[src/hw/rtl/lrc_pkg.sv]
// shared types and constants for the lru result cache
package lrc_pkg;
	localparam int DEPTH = 64;
	localparam int IDX_W = $clog2(DEPTH);
	localparam int CNT_W = IDX_W + 1;
	localparam int DOM_W = 16;
	localparam int KEY_W = 64;
	localparam int REV_W = 64;
	localparam int DAT_W = 64;

	localparam logic [1:0] CMD_LOOKUP = 2'd0;
	localparam logic [1:0] CMD_GET    = 2'd1;
	localparam logic [1:0] CMD_COMMIT = 2'd2;

	localparam logic [2:0] ST_MISS    = 3'd0;
	localparam logic [2:0] ST_HIT     = 3'd1;
	localparam logic [2:0] ST_PENDING = 3'd2;
	localparam logic [2:0] ST_BUSY    = 3'd3;
	localparam logic [2:0] ST_NOROOM  = 3'd4;
	localparam logic [2:0] ST_COMMIT  = 3'd5;

	typedef struct packed {
		logic load;      // capture request
		logic search;    // register match results
		logic commit;    // write commit fields
		logic hit_front; // move match entry to front, read data
		logic recycle;   // mark match entry pending, move to front
		logic alloc;     // allocate free slot
		logic evict;     // drop oldest entry
	} lrc_cmd_t;

	typedef struct packed {
		logic [1:0] command;
		logic       disabled;
		logic       commit_ok;
		logic       found;
		logic       match_full;
		logic       match_pending;
		logic       have_free;
		logic       over;
		logic       oldest_ok;
	} lrc_sts_t;
endpackage

[src/hw/rtl/lrc_ctrl.sv]
// request sequencer for the lru result cache
module lrc_ctrl (
	input  logic                      clk,
	input  logic                      arst_n,
	input  logic                      in_fire,
	output logic                      busy,
	output lrc_pkg::lrc_cmd_t         cmd,
	input  lrc_pkg::lrc_sts_t         sts,
	output logic                      done,
	output logic [2:0]                res_status,
	output logic                      res_hit,
	output logic                      res_pend,
	output logic                      res_evict,
	input  logic                      out_free
);
	import lrc_pkg::*;

	localparam logic [2:0] S_IDLE   = 3'd0;
	localparam logic [2:0] S_SEARCH = 3'd1;
	localparam logic [2:0] S_DECIDE = 3'd2;
	localparam logic [2:0] S_SCAN   = 3'd3;
	localparam logic [2:0] S_EVICT  = 3'd4;
	localparam logic [2:0] S_OUT    = 3'd5;

	logic [2:0] state_q, state_d;
	logic [2:0] st_q, st_d;
	logic       ev_q, ev_d;

	always_comb begin
		state_d = state_q;
		st_d    = st_q;
		ev_d    = ev_q;
		cmd     = '0;
		cmd.load = in_fire;
		case (state_q)
			S_IDLE:   if (in_fire) state_d = S_SEARCH;
			S_SEARCH: begin
				cmd.search = 1'b1;
				ev_d = 1'b0;
				state_d = S_DECIDE;
			end
			S_DECIDE: begin
				state_d = S_OUT;
				if (sts.command == CMD_COMMIT) begin
					cmd.commit = sts.commit_ok;
					st_d = sts.commit_ok ? ST_COMMIT : ST_MISS;
				end else if (sts.command != CMD_LOOKUP && sts.command != CMD_GET) begin
					st_d = ST_MISS;
				end else if (sts.disabled) begin
					st_d = ST_NOROOM;
				end else if (sts.match_full) begin
					cmd.hit_front = 1'b1;
					st_d = ST_HIT;
				end else if (sts.command == CMD_LOOKUP) begin
					st_d = ST_MISS;
				end else if (sts.found) begin
					if (sts.match_pending) begin
						st_d = ST_BUSY;
					end else begin
						cmd.recycle = 1'b1;
						st_d = ST_PENDING;
						state_d = S_SCAN;
					end
				end else if (sts.have_free) begin
					cmd.alloc = 1'b1;
					st_d = ST_PENDING;
					state_d = S_SCAN;
				end else begin
					st_d = ST_NOROOM;
				end
			end
			// oldest scan settles into its register this cycle
			S_SCAN:   state_d = S_EVICT;
			S_EVICT: begin
				if (sts.over && sts.oldest_ok) begin
					cmd.evict = 1'b1;
					ev_d = 1'b1;
				end
				state_d = S_OUT;
			end
			S_OUT:    if (out_free) state_d = S_IDLE;
			default:  state_d = S_IDLE;
		endcase
	end

	always_ff @(posedge clk or negedge arst_n) begin
		if (!arst_n) begin
			state_q <= S_IDLE;
			st_q    <= ST_MISS;
			ev_q    <= 1'b0;
		end else begin
			state_q <= state_d;
			st_q    <= st_d;
			ev_q    <= ev_d;
		end
	end

	assign busy       = state_q != S_IDLE;
	assign done       = state_q == S_OUT && out_free;
	assign res_status = st_q;
	assign res_hit    = st_q == ST_HIT;
	assign res_pend   = st_q == ST_HIT || st_q == ST_PENDING;
	assign res_evict  = ev_q;

	a_one_op: assert property (@(posedge clk) disable iff (!arst_n)
		$countones({cmd.commit, cmd.hit_front, cmd.recycle, cmd.alloc, cmd.evict}) <= 1)
		else $error("multiple store ops");
	a_load_idle: assert property (@(posedge clk) disable iff (!arst_n)
		in_fire |-> state_q == S_IDLE) else $error("load while busy");
	a_evict_after: assert property (@(posedge clk) disable iff (!arst_n)
		cmd.evict |-> $past(state_q) == S_SCAN) else $error("stray evict");
endmodule

[config.mk]
export PLATFORM = sky130hd
export DESIGN_NAME = lrc_ctrl
export DESIGN_NICKNAME = d
export VERILOG_FILES = /design/src/hw/rtl/lrc_pkg.sv /design/src/hw/rtl/lrc_ctrl.sv
export SDC_FILE = /design/constraint.sdc
export NUM_CORES = 1
export LEC_CHECK = 0
export BUFFER_PORTS_ARGS = -buffer_cell sky130_fd_sc_hd__buf_2
export CORE_AREA = 2 2 39 41
export CTS_CLUSTER_DIAMETER = 30
export CTS_CLUSTER_SIZE = 30
export DETAILED_ROUTE_END_ITERATION = 7
export DIE_AREA = 0 0 41 43
export GPL_TIMING_DRIVEN = 0
export PLACE_DENSITY = 0.76
export SLEW_MARGIN = 40
export SYNTH_ARGS = -nofsm -noshare
export SYNTH_HDL_FRONTEND = slang
export SYNTH_SLANG_ARGS = --single-unit
[constraint.sdc]
create_clock -name clk -period 2.2 [get_ports clk]
set_clock_uncertainty 0.1 [all_clocks]
set_input_delay 0.22 -clock clk [delete_from_list [all_inputs] [get_ports clk]]
set_output_delay 0.22 -clock clk [all_outputs]
set_load 0.02 [all_outputs]
### Word level (Yosys, flattened, before mapping)

Index checks and enable logic that the tools add are counted.
W data, S select, Z words.

* equal/unequal tests: 12
* reduce and logical (&&, ||, !) cells: 11
* multiplexer cells: 37

Operator list (number)
* $mux W3: 21
* $pmux W3 S6: 1
* $mux W1: 11
* $eq A3 B2 Y1 const B: 3
* $eq A3 B1 Y1 const B: 2
* $eq A3 B3 Y1 const B: 2
* $ne A2 B2 Y1 const B: 3
* $mux W2: 2
* $mux W4: 1
* $reduce_and A2 Y1: 2
* $reduce_bool A2 Y1: 2
* $logic_and A1 B1 Y1: 3
* $logic_not A3 Y1: 1
* $reduce_bool A3 Y1: 1
* $eq A2 B2 Y1 const B: 1
* $logic_not A2 Y1: 1
* $ne A2 B1 Y1 const B: 1
* $pmux W1 S2: 1
* $logic_or A1 B1 Y1: 1

* logic and storage cells: 63
* input bits: 14
* flip-flop bits (word level): 7
* output and inout port bits: 15

### Longest topological paths before layout

Gate-level depths: netlist (run 1).

* word-level depth: 8
* mapped depth: 5
* gate-level depth less buffers: 3

### Worst setup path before layout (run 1)

Ideal clock, no wire load.

* path kind: flip-flop to output port
* from: register state_q[2]
* to: output cmd[2] (netlist bit)
* cell stages (with the launch flop): 5
* data required time: 1.880 ns
* buffers on the path: 1
* arrival: 1.642 ns
* slack: 0.238 ns
* cells stage by stage: dfrtp_1 > or3b_1 > buf_2 > or3_4 > and4bb_1

RTL lines
* from (decl): RTL line lrc_ctrl.sv:25 `logic [2:0] state_q, state_d;`
* from (signal assigned): RTL line lrc_ctrl.sv:92 `state_q <= state_d;`
* to (decl): RTL line lrc_ctrl.sv:7 `output lrc_pkg::lrc_cmd_t cmd,`

==> reports/metrics.cfg, run 1 <==
[job]
max-cap-violations = 0

[clock_network]
tritoncts_clock_tree = yes
cts.sink_count = 7
cts.reportedPaths.clkPinSlew_ns = 0.05
clock_tree.htree_level_count = 1
cts-buffers-inserted = 3
clock_insertion_delay_worst_skew_ns = 0.26
cts_max_path_buffers = 2
cts.root.buffer_cell = sky130_fd_sc_hd__clkbuf_4

[placed_design]
port_buffers = 28
place_congestion = 0.7039
detailed_placer_s_ending_hpwl_um = 831
numPlacedInstances = 98

[logic_synthesis]
synth_cell_type_count = 27
synth_top_area_share_pct = 37.94
synth_sequential_area_ratio_pct = 37.94
synth_area_leaders = sky130_fd_sc_hd__dfrtp_1 38%, sky130_fd_sc_hd__nand2_1 6.5%, sky130_fd_sc_hd__nand2b_1 4.1%
ys_ff_latch = 7
synthesis.area_sq_um = 461.7
yosys_warnings = 0
syn-instance-count = 54
netlist.top_cell.by_area = sky130_fd_sc_hd__dfrtp_1
syn_nets = 68
syn_area_per_cell_sq_um = 8.550

[min_path]
hold_path.class = in2reg

[timing]
slew_headroom_pct = 81.40
timing.final.crit_period_ns = 2.141
report.final.hold_viol_count = 0
period_share_pct = 97.30
final-max-slew-violation-count = 0
grt_setup_unrepaired = false
setup_viol = 0
worst-slew-pin-transition_ns = 0.2755
setup_total_negative_slack_ns = 0
fmax_mhz = 467.2

[global_route]
gr-usage-all-layers_pct = 17.14
grt_max_degree = 9
antenna_found_initial = 0
via_count_of_the_first_global_routing_pass = 490
grt_overflow_total = 0
global_route_wire_length_before_repair_um = 2001

[drt]
drc = 0
detailedRoute.firstPassIterationCount = 3
route.detailed.wl_per_inst_um = 10.88
detail_route.wirelength_um = 1175
dr_total_vias = 536
ant_nets = 0
drt-vias-per-instance = 4.963
drt_iter0_markers = 3

[setup_path]
worstPathArrival_ns = 1.82
worst-endpoint-required_ns = 1.88
timing.critical_path.to_type = primary output
timing.setup.critical_path_class = reg2out
path_max_fanout = 3
start_kind = flop

[floorplanning]
floorplan.core_area_sq_um = 1384
num_rows = 14
start_util_pct = 33.36
dieWidth_um = 41
floorplan.die.height_um = 43
ios = 29
die_area_sq_um = 1763

[run_status]
run_status = finished clean

[finish]
nNetsFinal = 107
layout_overhead_on_the_synthesized_area_pct = 56.91
layout-drive-gt1-share_pct = 48.91
antenna_cells_inserted = 0
fin_cells = 108

[power_and_ir_drop]
maximum_resistive_drop_on_vdd_uv = 380.6
static_leakage_power_uw = 0.0003969
power_density_nw_per_um2 = 1131

-- metrics by stage --
stage / util (%) / hold slack (ns) / setup slack [ns] / power [uW] / cell area (sq um)
after floorplan: - / -0.1756 / 0.2378 / 508.5 / 461.7
after global placement: 44.94 / -0.03785 / 0.1312 / 625.4 / 621.8
after detailed placement: 44.94 / -0.03871 / 0.1243 / 633.6 / 621.8
after CTS: 52.98 / 0.1473 / -0.08091 / 826.2 / 733.2
after global routing: 52.35 / 0.1847 / 0.004880 / 886.4 / 724.4
final: 52.35 / 0.1479 / 0.05942 / 819.4 / 724.4
-- flip-flops by register name (all words and copies together) (netlist names) --
register and flops:
state_q 3, res_evict 1, res_status 3
-- timing repair --
action | 4_1_cts | 5_1_grt
hold endpoints to repair | 7 | 0
resized for setup | 10 | 1
setup buffers | 6 | 0
endpoints found under the setup margin | 2 | 4
pin swaps | 3 | 2
hold buffers | 1 | 0
-- final timing paths --
check | startpoint | endpoint | slack [ns] | depth (start not counted)
max | state_q[1]$_DFFE_PN0P_ | cmd[1] | 0.06 | 5
min | out_free | state_q[0]$_DFFE_PN0P_ | 0.15 | 3
max reg2reg | state_q[1]$_DFFE_PN0P_ | res_status[2]$_DFFE_PN0P_ | 0.56 | 5
min reg2reg | res_evict$_DFFE_PN0P_ | res_evict$_DFFE_PN0P_ | 0.37 | 1
max in group asynchronous | arst_n | state_q[2]$_DFFE_PN0P_ | 1.61 | 2
min in group asynchronous | arst_n | state_q[0]$_DFFE_PN0P_ | 0.22 | 2
-- power by group --
part	internal (uW)	switching [uW]	total [uW]	leakage, uW
registers	187	40.4	227	0.0000883
clock network	69.4	50.7	120	0.0000150
logic	212	260	472	0.000294
-- worst max-delay path, stage by stage (launching register included) --
cell and delay, ns:
sky130_fd_sc_hd__dfrtp_1 0.33, sky130_fd_sc_hd__buf_6 0.09, sky130_fd_sc_hd__or3b_4 0.37, sky130_fd_sc_hd__or3_4 0.34, sky130_fd_sc_hd__and4bb_2 0.30, sky130_fd_sc_hd__buf_6 0.12
-- routing by layer --
| layer | wire length, um | up-vias | track usage, % | share of wire (%) |
|---|---|---|---|---|
| li1 | - | 265 | - | - |
| met5 | 0 | - | 0 | 0 |
| met4 | 31 | 0 | 12.00 | 2.6 |
| met1 | 473 | 252 | 19.27 | 40 |
| met2 | 617 | 16 | 27.19 | 53 |
| met3 | 53 | 3 | 3.141 | 4.5 |
-- logic make-up after synthesis --
group                     synth area share (%)
buffers and inverters                    6.773
DFF                                      37.94
and+or+nand+nor                          35.23
AOI/OAI and AO/OA                        18.16
xor gates and xnor gates                 1.897
-- placed cells by master, fill, tap and decap left out, types with 2 or more instances in the layout --
cell                       count
sky130_fd_sc_hd__nand2_1       8
sky130_fd_sc_hd__nand2b_1      3
sky130_fd_sc_hd__buf_4        10
sky130_fd_sc_hd__a21o_1        2
sky130_fd_sc_hd__buf_6         2
sky130_fd_sc_hd__buf_2        24
sky130_fd_sc_hd__clkbuf_4      3
sky130_fd_sc_hd__nor2_1        5
sky130_fd_sc_hd__or3_4         2
sky130_fd_sc_hd__inv_1         3
sky130_fd_sc_hd__nor3_1        2
sky130_fd_sc_hd__o21ai_0       3
sky130_fd_sc_hd__dfrtp_1       6
-- cell usage after synthesis --
cell	number
sky130_fd_sc_hd__a21oi_1	1
sky130_fd_sc_hd__a221oi_1	1
sky130_fd_sc_hd__nand2_1	8
sky130_fd_sc_hd__and4bb_1	1
sky130_fd_sc_hd__buf_4	2
sky130_fd_sc_hd__nor2b_1	1
sky130_fd_sc_hd__or3b_1	1
sky130_fd_sc_hd__buf_2	1
sky130_fd_sc_hd__or3_4	1
sky130_fd_sc_hd__nor2_1	5
sky130_fd_sc_hd__nand2b_1	3
sky130_fd_sc_hd__nand3b_1	1
sky130_fd_sc_hd__xnor2_1	1
sky130_fd_sc_hd__a31oi_1	1
sky130_fd_sc_hd__or3_1	2
sky130_fd_sc_hd__dfrtp_1	7
sky130_fd_sc_hd__o311ai_0	1
sky130_fd_sc_hd__o211ai_1	1
sky130_fd_sc_hd__inv_1	3
sky130_fd_sc_hd__a21o_1	2
sky130_fd_sc_hd__nor3_1	2
sky130_fd_sc_hd__o21ai_0	3
sky130_fd_sc_hd__or2_2	1
sky130_fd_sc_hd__and4bb_2	1
sky130_fd_sc_hd__nor3b_1	1
sky130_fd_sc_hd__o211a_1	1
sky130_fd_sc_hd__a211oi_1	1
-- cell type report --
cell class | instances | area, sq um
clock buffers | 4 | 26.28
fillers | 140 | 659.4
plain buffers | 2 | 18.77
inverters | 3 | 11.26
repair buffers | 35 | 209.0
multi-input cells | 41 | 262.8
flip-flops and latches | 7 | 176.4
well taps | 16 | 20.02
No activity file was read; power rests on OpenSTA's default activity.
==> run 2, diff against run 1 <==
Settings changed: HOLD_SLACK_MARGIN from default to 0.06, PLACE_DENSITY 0.76 to 0.79.
Clock period 2.2 ns to 1.74 ns, I/O delays scaled along.
==> run 2 against run 1 <==
  * The flow now finishes with violations (setup timing)
  * Routed wire length increased by 12%
  * Combinational power increased by 35%
  * Clock power increased by 32%
  * Utilization increased by 3.9 points
  * Highest routed layer unchanged
==> reports/metrics.cfg, run 2 (synthesis gave the netlist of run 1 again) <==
[timing]
hold-worst-slack_ns = 0.09345  ; -0.05442 ns
worst-slew-pin-transition_ns = 0.2684  ; -0.007036 ns
fmax_mhz = 473.9
setup_viol = 6  ; +6
slew_headroom_pct = 81.88  ; +0.48 points
grt_setup_unrepaired = true
period_share_pct = 121.3
finalWorstSetupSlack_ns = -0.3702  ; -0.4296 ns
final-max-slew-violation-count = 0  ; unchanged
report.final.hold_viol_count = 0  ; unchanged
setup_total_negative_slack_ns = -1.481  ; -1.481 ns
timing.final.crit_period_ns = 2.110

[setup_path]
ff2ff_path_depth = 6  ; +1
timing.critical_path.to_type = primary output
worstReg2RegEnd = res_status[0]$_DFFE_PN0P_
launching_element_of_the_worst_setup_path = state_q[2]$_DFFE_PN0P_
r2r_setup_slack_ns = -0.12  ; -0.68 ns
setup.worst_path.end = cmd[2]
worst-endpoint-required_ns = 1.47  ; -0.41 ns
worstPathArrival_ns = 1.84  ; +0.02 ns
start_kind = flop
path_max_fanout = 4  ; +1
origin_of_the_critical_flop_to_flop_path = state_q[2]$_DFFE_PN0P_
timing.setup.critical_path_class = reg2out

[run_status]
run_status = finished with violations
violations = setup timing

[placed_design]
port_buffers = 28  ; unchanged
place_congestion = 0.7889  ; +12%
numPlacedInstances = 98  ; unchanged

[drt]
drc = 0  ; unchanged
drt_iter0_markers = 10  ; +7
detailedRoute.firstPassIterationCount = 4  ; +1
detail_route.wirelength_um = 1312  ; +12%
ant_nets = 0  ; unchanged
dr_total_vias = 563  ; +5.0%
route.detailed.wl_per_inst_um = 11.71  ; +7.7%
drt-vias-per-instance = 5.027  ; +1.3%

[global_route]
via_count_of_the_first_global_routing_pass = 452  ; -7.8%
grt_overflow_total = 0  ; unchanged
antenna_found_initial = 0  ; unchanged
global_route_wire_length_before_repair_um = 1966  ; -1.7%
grt_max_degree = 9  ; unchanged
gr-usage-all-layers_pct = 17.26  ; +0.12 points

[finish]
layout.cells.most_common_list = 23 x sky130_fd_sc_hd__buf_2, 11 x sky130_fd_sc_hd__buf_4, 8 x sky130_fd_sc_hd__nand2_1, 6 x sky130_fd_sc_hd__buf_6
antenna_cells_inserted = 0  ; unchanged
finalCoreUtilization_pct = 56.24  ; +3.9 points
fin_cells = 112  ; +3.7%
mostFrequentLayoutCell = sky130_fd_sc_hd__buf_2
nNetsFinal = 111  ; +3.7%
layout.filler_cells = 124  ; -11%
layout_overhead_on_the_synthesized_area_pct = 68.56
layout-drive-gt1-share_pct = 55.21  ; +6.3 points

[power_and_ir_drop]
power_density_nw_per_um2 = 1398  ; +24%
maximum_resistive_drop_on_vdd_uv = 483.0  ; +27%
static_leakage_power_uw = 0.0004113  ; +3.6%
total_power_uw = 1088  ; +33%

[floorplanning]
floorplan.die.height_um = 43  ; unchanged
start_util_pct = 33.36  ; unchanged
floorplan.core_area_sq_um = 1384  ; unchanged
ios = 29  ; unchanged
dieWidth_um = 41  ; unchanged
num_rows = 14  ; unchanged
die_area_sq_um = 1763  ; unchanged

[clock_network]
cts.root.buffer_cell = sky130_fd_sc_hd__clkbuf_4
clock_tree.htree_level_count = 1  ; unchanged
cts_max_path_buffers = 2  ; unchanged
tritoncts_clock_tree = yes
cts.sink_count = 7  ; unchanged
cts.reportedPaths.clkPinSlew_ns = 0.06  ; about the same
clock_insertion_delay_worst_skew_ns = 0.26  ; about the same
cts-buffers-inserted = 3  ; unchanged

[job]
max-cap-violations = 0  ; unchanged

[min_path]
hold_path.class = in2reg

run 2: cell type report:
cell class / count / area (sq um) / share of cell area (%)
plain buffers: 2 / 18.77 / 2.412
clock buffers: 4 / 26.28 / 3.376
inverters: 3 / 11.26 / 1.447
multi-input cells: 41 / 267.8 / 34.41
flip-flops and latches: 7 / 177.7 / 22.83
well taps: 16 / 20.02 / 2.572
repair buffers: 39 / 256.5 / 32.96
run 2: power by group:
part,internal (uW),switching (uW)
Clock,88.2,70.3
Sequential,238,52.7
Combinational,289,350
Total,615,473
run 2: how the worst min path moves through the flow:
| stage | start | to | slack (ns) | depth (start not counted) |
|---|---|---|---|---|
| 4_1_cts | out_free | state_q[0]$_DFFE_PN0P_ | 0.09 | 3 |
| 6_report | out_free | state_q[0]$_DFFE_PN0P_ | 0.09 | 3 |
| 3_3_place_gp | arst_n | state_q[0]$_DFFE_PN0P_ | -0.09 | 1 |
| 2_1_floorplan | arst_n | res_evict$_DFFE_PN0P_ | -0.22 | 0 |
| 5_1_grt | sts[9] | res_status[2]$_DFFE_PN0P_ | 0.14 | 2 |
| 3_5_place_dp | arst_n | state_q[0]$_DFFE_PN0P_ | -0.09 | 1 |
run 2: stage by stage:
stage               area (sq um)  worst slack, ns
finish                     778.2          -0.3702
CTS                        726.9          -0.4316
global placement           621.8          -0.2890
floorplan                  461.7          -0.1530
detailed placement         621.8          -0.2948
global route               778.2          -0.4174
run 2: worst max-delay path, cell delays in order, from the launching register on:
cell,delay (ns)
sky130_fd_sc_hd__dfrtp_2,0.40
sky130_fd_sc_hd__or3b_4,0.40
sky130_fd_sc_hd__or3_4,0.35
sky130_fd_sc_hd__and4bb_2,0.30
sky130_fd_sc_hd__buf_6,0.11
run 2: timing repair:
action	CTS	global route
resized for setup	12	6
setup buffers	5	5
pin swaps	3	6
hold buffers	1	0
endpoints found under the setup margin	4	6
hold endpoints to repair	7	0
run 2: per-layer routing:
layer | part of all wire (%) | global-route usage, % | routed length [um] | vias up
met4 | 3.2 | 14.00 | 42 | 0
met5 | 0 | 0 | 0 | -
met3 | 5.4 | 4.712 | 71 | 5
met1 | 42 | 20.92 | 552 | 260
met2 | 49 | 24.06 | 646 | 23
li1 | - | - | - | 275
==> run 3, diff against run 2 <==
==> constraint.sdc (replaced) <==
create_clock -name clk -period 1.74 [get_ports clk]
set_clock_uncertainty 0.1 [all_clocks]
set_input_delay 0 -clock clk [delete_from_list [all_inputs] [get_ports clk]]
set_output_delay 0 -clock clk [all_outputs]
set_load 0.02 [all_outputs]
==> run 3 against run 2 <==
  * The run still ends with setup timing left
  * Utilization increased by 11 points
  * Flip-flop and latch count unchanged
  * Final cell count increased by 12%
  * Sequential share of layout area decreased by 3.8 points
  * Clock power about the same
  * Register-to-register slack improved by 0.08 ns
  * Combinational power increased by 12%
  * Worst setup slack improved by 0.16 ns
  * Via count increased by 18%
  * Critical endpoint unchanged
  * Largest cell class unchanged
  * Highest routed layer unchanged
==> reports/metrics.cfg, run 3 (synthesis gave the netlist of run 1 again) <==
[global_route]
global_route_wire_length_before_repair_um = 2415  ; +23%
grt_max_degree = 9  ; unchanged
gr-usage-all-layers_pct = 20.30  ; +3.0 points
antenna_found_initial = 0  ; unchanged
via_count_of_the_first_global_routing_pass = 567  ; +25%
grt_overflow_total = 0  ; unchanged

[clock_network]
cts.root.buffer_cell = sky130_fd_sc_hd__clkbuf_4
cts_max_path_buffers = 2  ; unchanged
cts-buffers-inserted = 3  ; unchanged
clock_tree.htree_level_count = 1  ; unchanged
clock_insertion_delay_worst_skew_ns = 0.26  ; about the same
cts.sink_count = 7  ; unchanged
cts.reportedPaths.clkPinSlew_ns = 0.06  ; about the same
tritoncts_clock_tree = yes

[drt]
dr_total_vias = 663  ; +18%
ant_nets = 0  ; unchanged
drt_iter0_markers = 17  ; +7
detail_route.wirelength_um = 1909  ; +46%
detailedRoute.firstPassIterationCount = 4  ; unchanged
route.detailed.wl_per_inst_um = 15.27  ; +30%
drc = 0  ; unchanged
drt-vias-per-instance = 5.304  ; +5.5%

[setup_path]
launching_element_of_the_worst_setup_path = state_q[1]$_DFFE_PN0P_
slowest_delay_ns = 0.38  ; -0.02 ns
origin_of_the_critical_flop_to_flop_path = state_q[1]$_DFFE_PN0P_
worst_path_max_delay_cell = sky130_fd_sc_hd__or3b_4
start_kind = flop
timing.critical_path.to_type = primary output
crit_path_cell_trace = buf_6 > or3b_4 > or3_4 > and4bb_2 > buf_6
worstPathArrival_ns = 1.85  ; about the same
worst-endpoint-required_ns = 1.64  ; +0.17 ns
timing.setup.critical_path_class = reg2out
critical-path-top-cell-by-count = sky130_fd_sc_hd__buf_6
path_max_fanout = 4  ; unchanged

[finish]
mostFrequentLayoutCell = sky130_fd_sc_hd__buf_2
layout-drive-gt1-share_pct = 49.54  ; -5.7 points
layout_overhead_on_the_synthesized_area_pct = 102.4
antenna_cells_inserted = 0  ; unchanged
layout.cells.most_common_list = 23 x sky130_fd_sc_hd__buf_2, 16 x sky130_fd_sc_hd__dlygate4sd3_1, 8 x sky130_fd_sc_hd__nand2_1, 8 x sky130_fd_sc_hd__buf_4, 7 x sky130_fd_sc_hd__buf_6
nNetsFinal = 124  ; +12%

[power_and_ir_drop]
maximum_resistive_drop_on_vdd_uv = 513.8  ; +6.4%
static_leakage_power_uw = 0.0004643  ; +13%
power_density_nw_per_um2 = 1257  ; -10%

[timing]
setup_viol = 6  ; unchanged
fmax_mhz = 512.0  ; +8.1%
period_share_pct = 112.2  ; -9.0 points
worst-slew-pin-transition_ns = 0.3527  ; +0.08427 ns
setup_total_negative_slack_ns = -0.8316  ; +0.6495 ns
slew_headroom_pct = 76.41  ; -5.5 points
timing.final.crit_period_ns = 1.953  ; -0.1573 ns
grt_setup_unrepaired = true
finalWorstSetupSlack_ns = -0.2130  ; +0.1573 ns
final-max-slew-violation-count = 0  ; unchanged
report.final.hold_viol_count = 0  ; unchanged

[floorplanning]
floorplan.die.height_um = 43  ; unchanged
num_rows = 14  ; unchanged
start_util_pct = 33.36  ; unchanged
floorplan.core_area_sq_um = 1384  ; unchanged
ios = 29  ; unchanged
dieWidth_um = 41  ; unchanged
die_area_sq_um = 1763  ; unchanged

[run_status]
violations = setup timing
run_status = finished with violations

[placed_design]
dpl_worst_slack_ns = -0.1591  ; +0.1357 ns
port_buffers = 28  ; unchanged
place_congestion = 0.8408  ; +6.6%
detailed_placer_s_ending_hpwl_um = 895.8

[min_path]
hp-start = in_fire
hold_path.class = in2out

[job]
max-cap-violations = 0  ; unchanged

-- run 3: path summary, 6_finish.rpt --
kind | end | slack [ns] | cells after the start
worst max-delay path | cmd[2] | -0.21 | 5
worst min-delay path | cmd[6] | 0.23 | 3
worst max register to register | res_status[0]$_DFFE_PN0P_ | -0.04 | 7
worst min register to register | res_evict$_DFFE_PN0P_ | 0.37 | 1
max in group asynchronous | state_q[2]$_DFFE_PN0P_ | 0.64 | 3
min in group asynchronous | res_status[2]$_DFFE_PN0P_ | 0.61 | 3
-- run 3: per-stage QoR --
step,power [uW],utilization [%],cell area (sq um),hold slack [ns],cells
final,1174,67.54,934.6,0.2275,125
after global placement,786.2,44.94,621.8,-0.2610,98
after global routing,1240,67.54,934.6,0.2401,125
after CTS,1086,63.02,872.1,0.2209,122
after detailed placement,811.3,44.94,621.8,-0.2604,98
after floorplan,642.9,-,461.7,-0.3956,54
-- run 3: metal layers --
layer | track usage, % | share of wire (%)
met1 | 21.64 | 43
met2 | 36.56 | 53
met3 | 2.094 | 3.3
met4 | 9.333 | 0.73
met5 | 0 | 0
-- run 3: report_power, final --
group	internal [uW]	switching, uW
combinational	329	387
clock	88.1	68.7
sequential	238	62.5
-- run 3: area by class of cell --
type	instances	area (sq um)
Clock buffer	4	26.28
Timing Repair Buffer	52	395.4
Fill cell	111	449.2
Multi-Input combinational cell	41	285.3
Tap cell	16	20.02
Inverter	3	11.26
Sequential cell	7	177.7
Buffer	2	18.77
-- run 3: what timing repair did --
item	4_1_cts	5_1_grt
endpoints found under the setup margin	4	7
setup buffers	5	3
pin swaps	0	1
hold endpoints to repair	13	0
hold buffers	16	0
gates resized for setup	11	14
-- run 3: worst max-delay path: cells and delay by family, from the launching register on --
kind          cells  cell delay [ns]
buf+inv           2             0.20
flops             1             0.34
simple gates      3             1.04
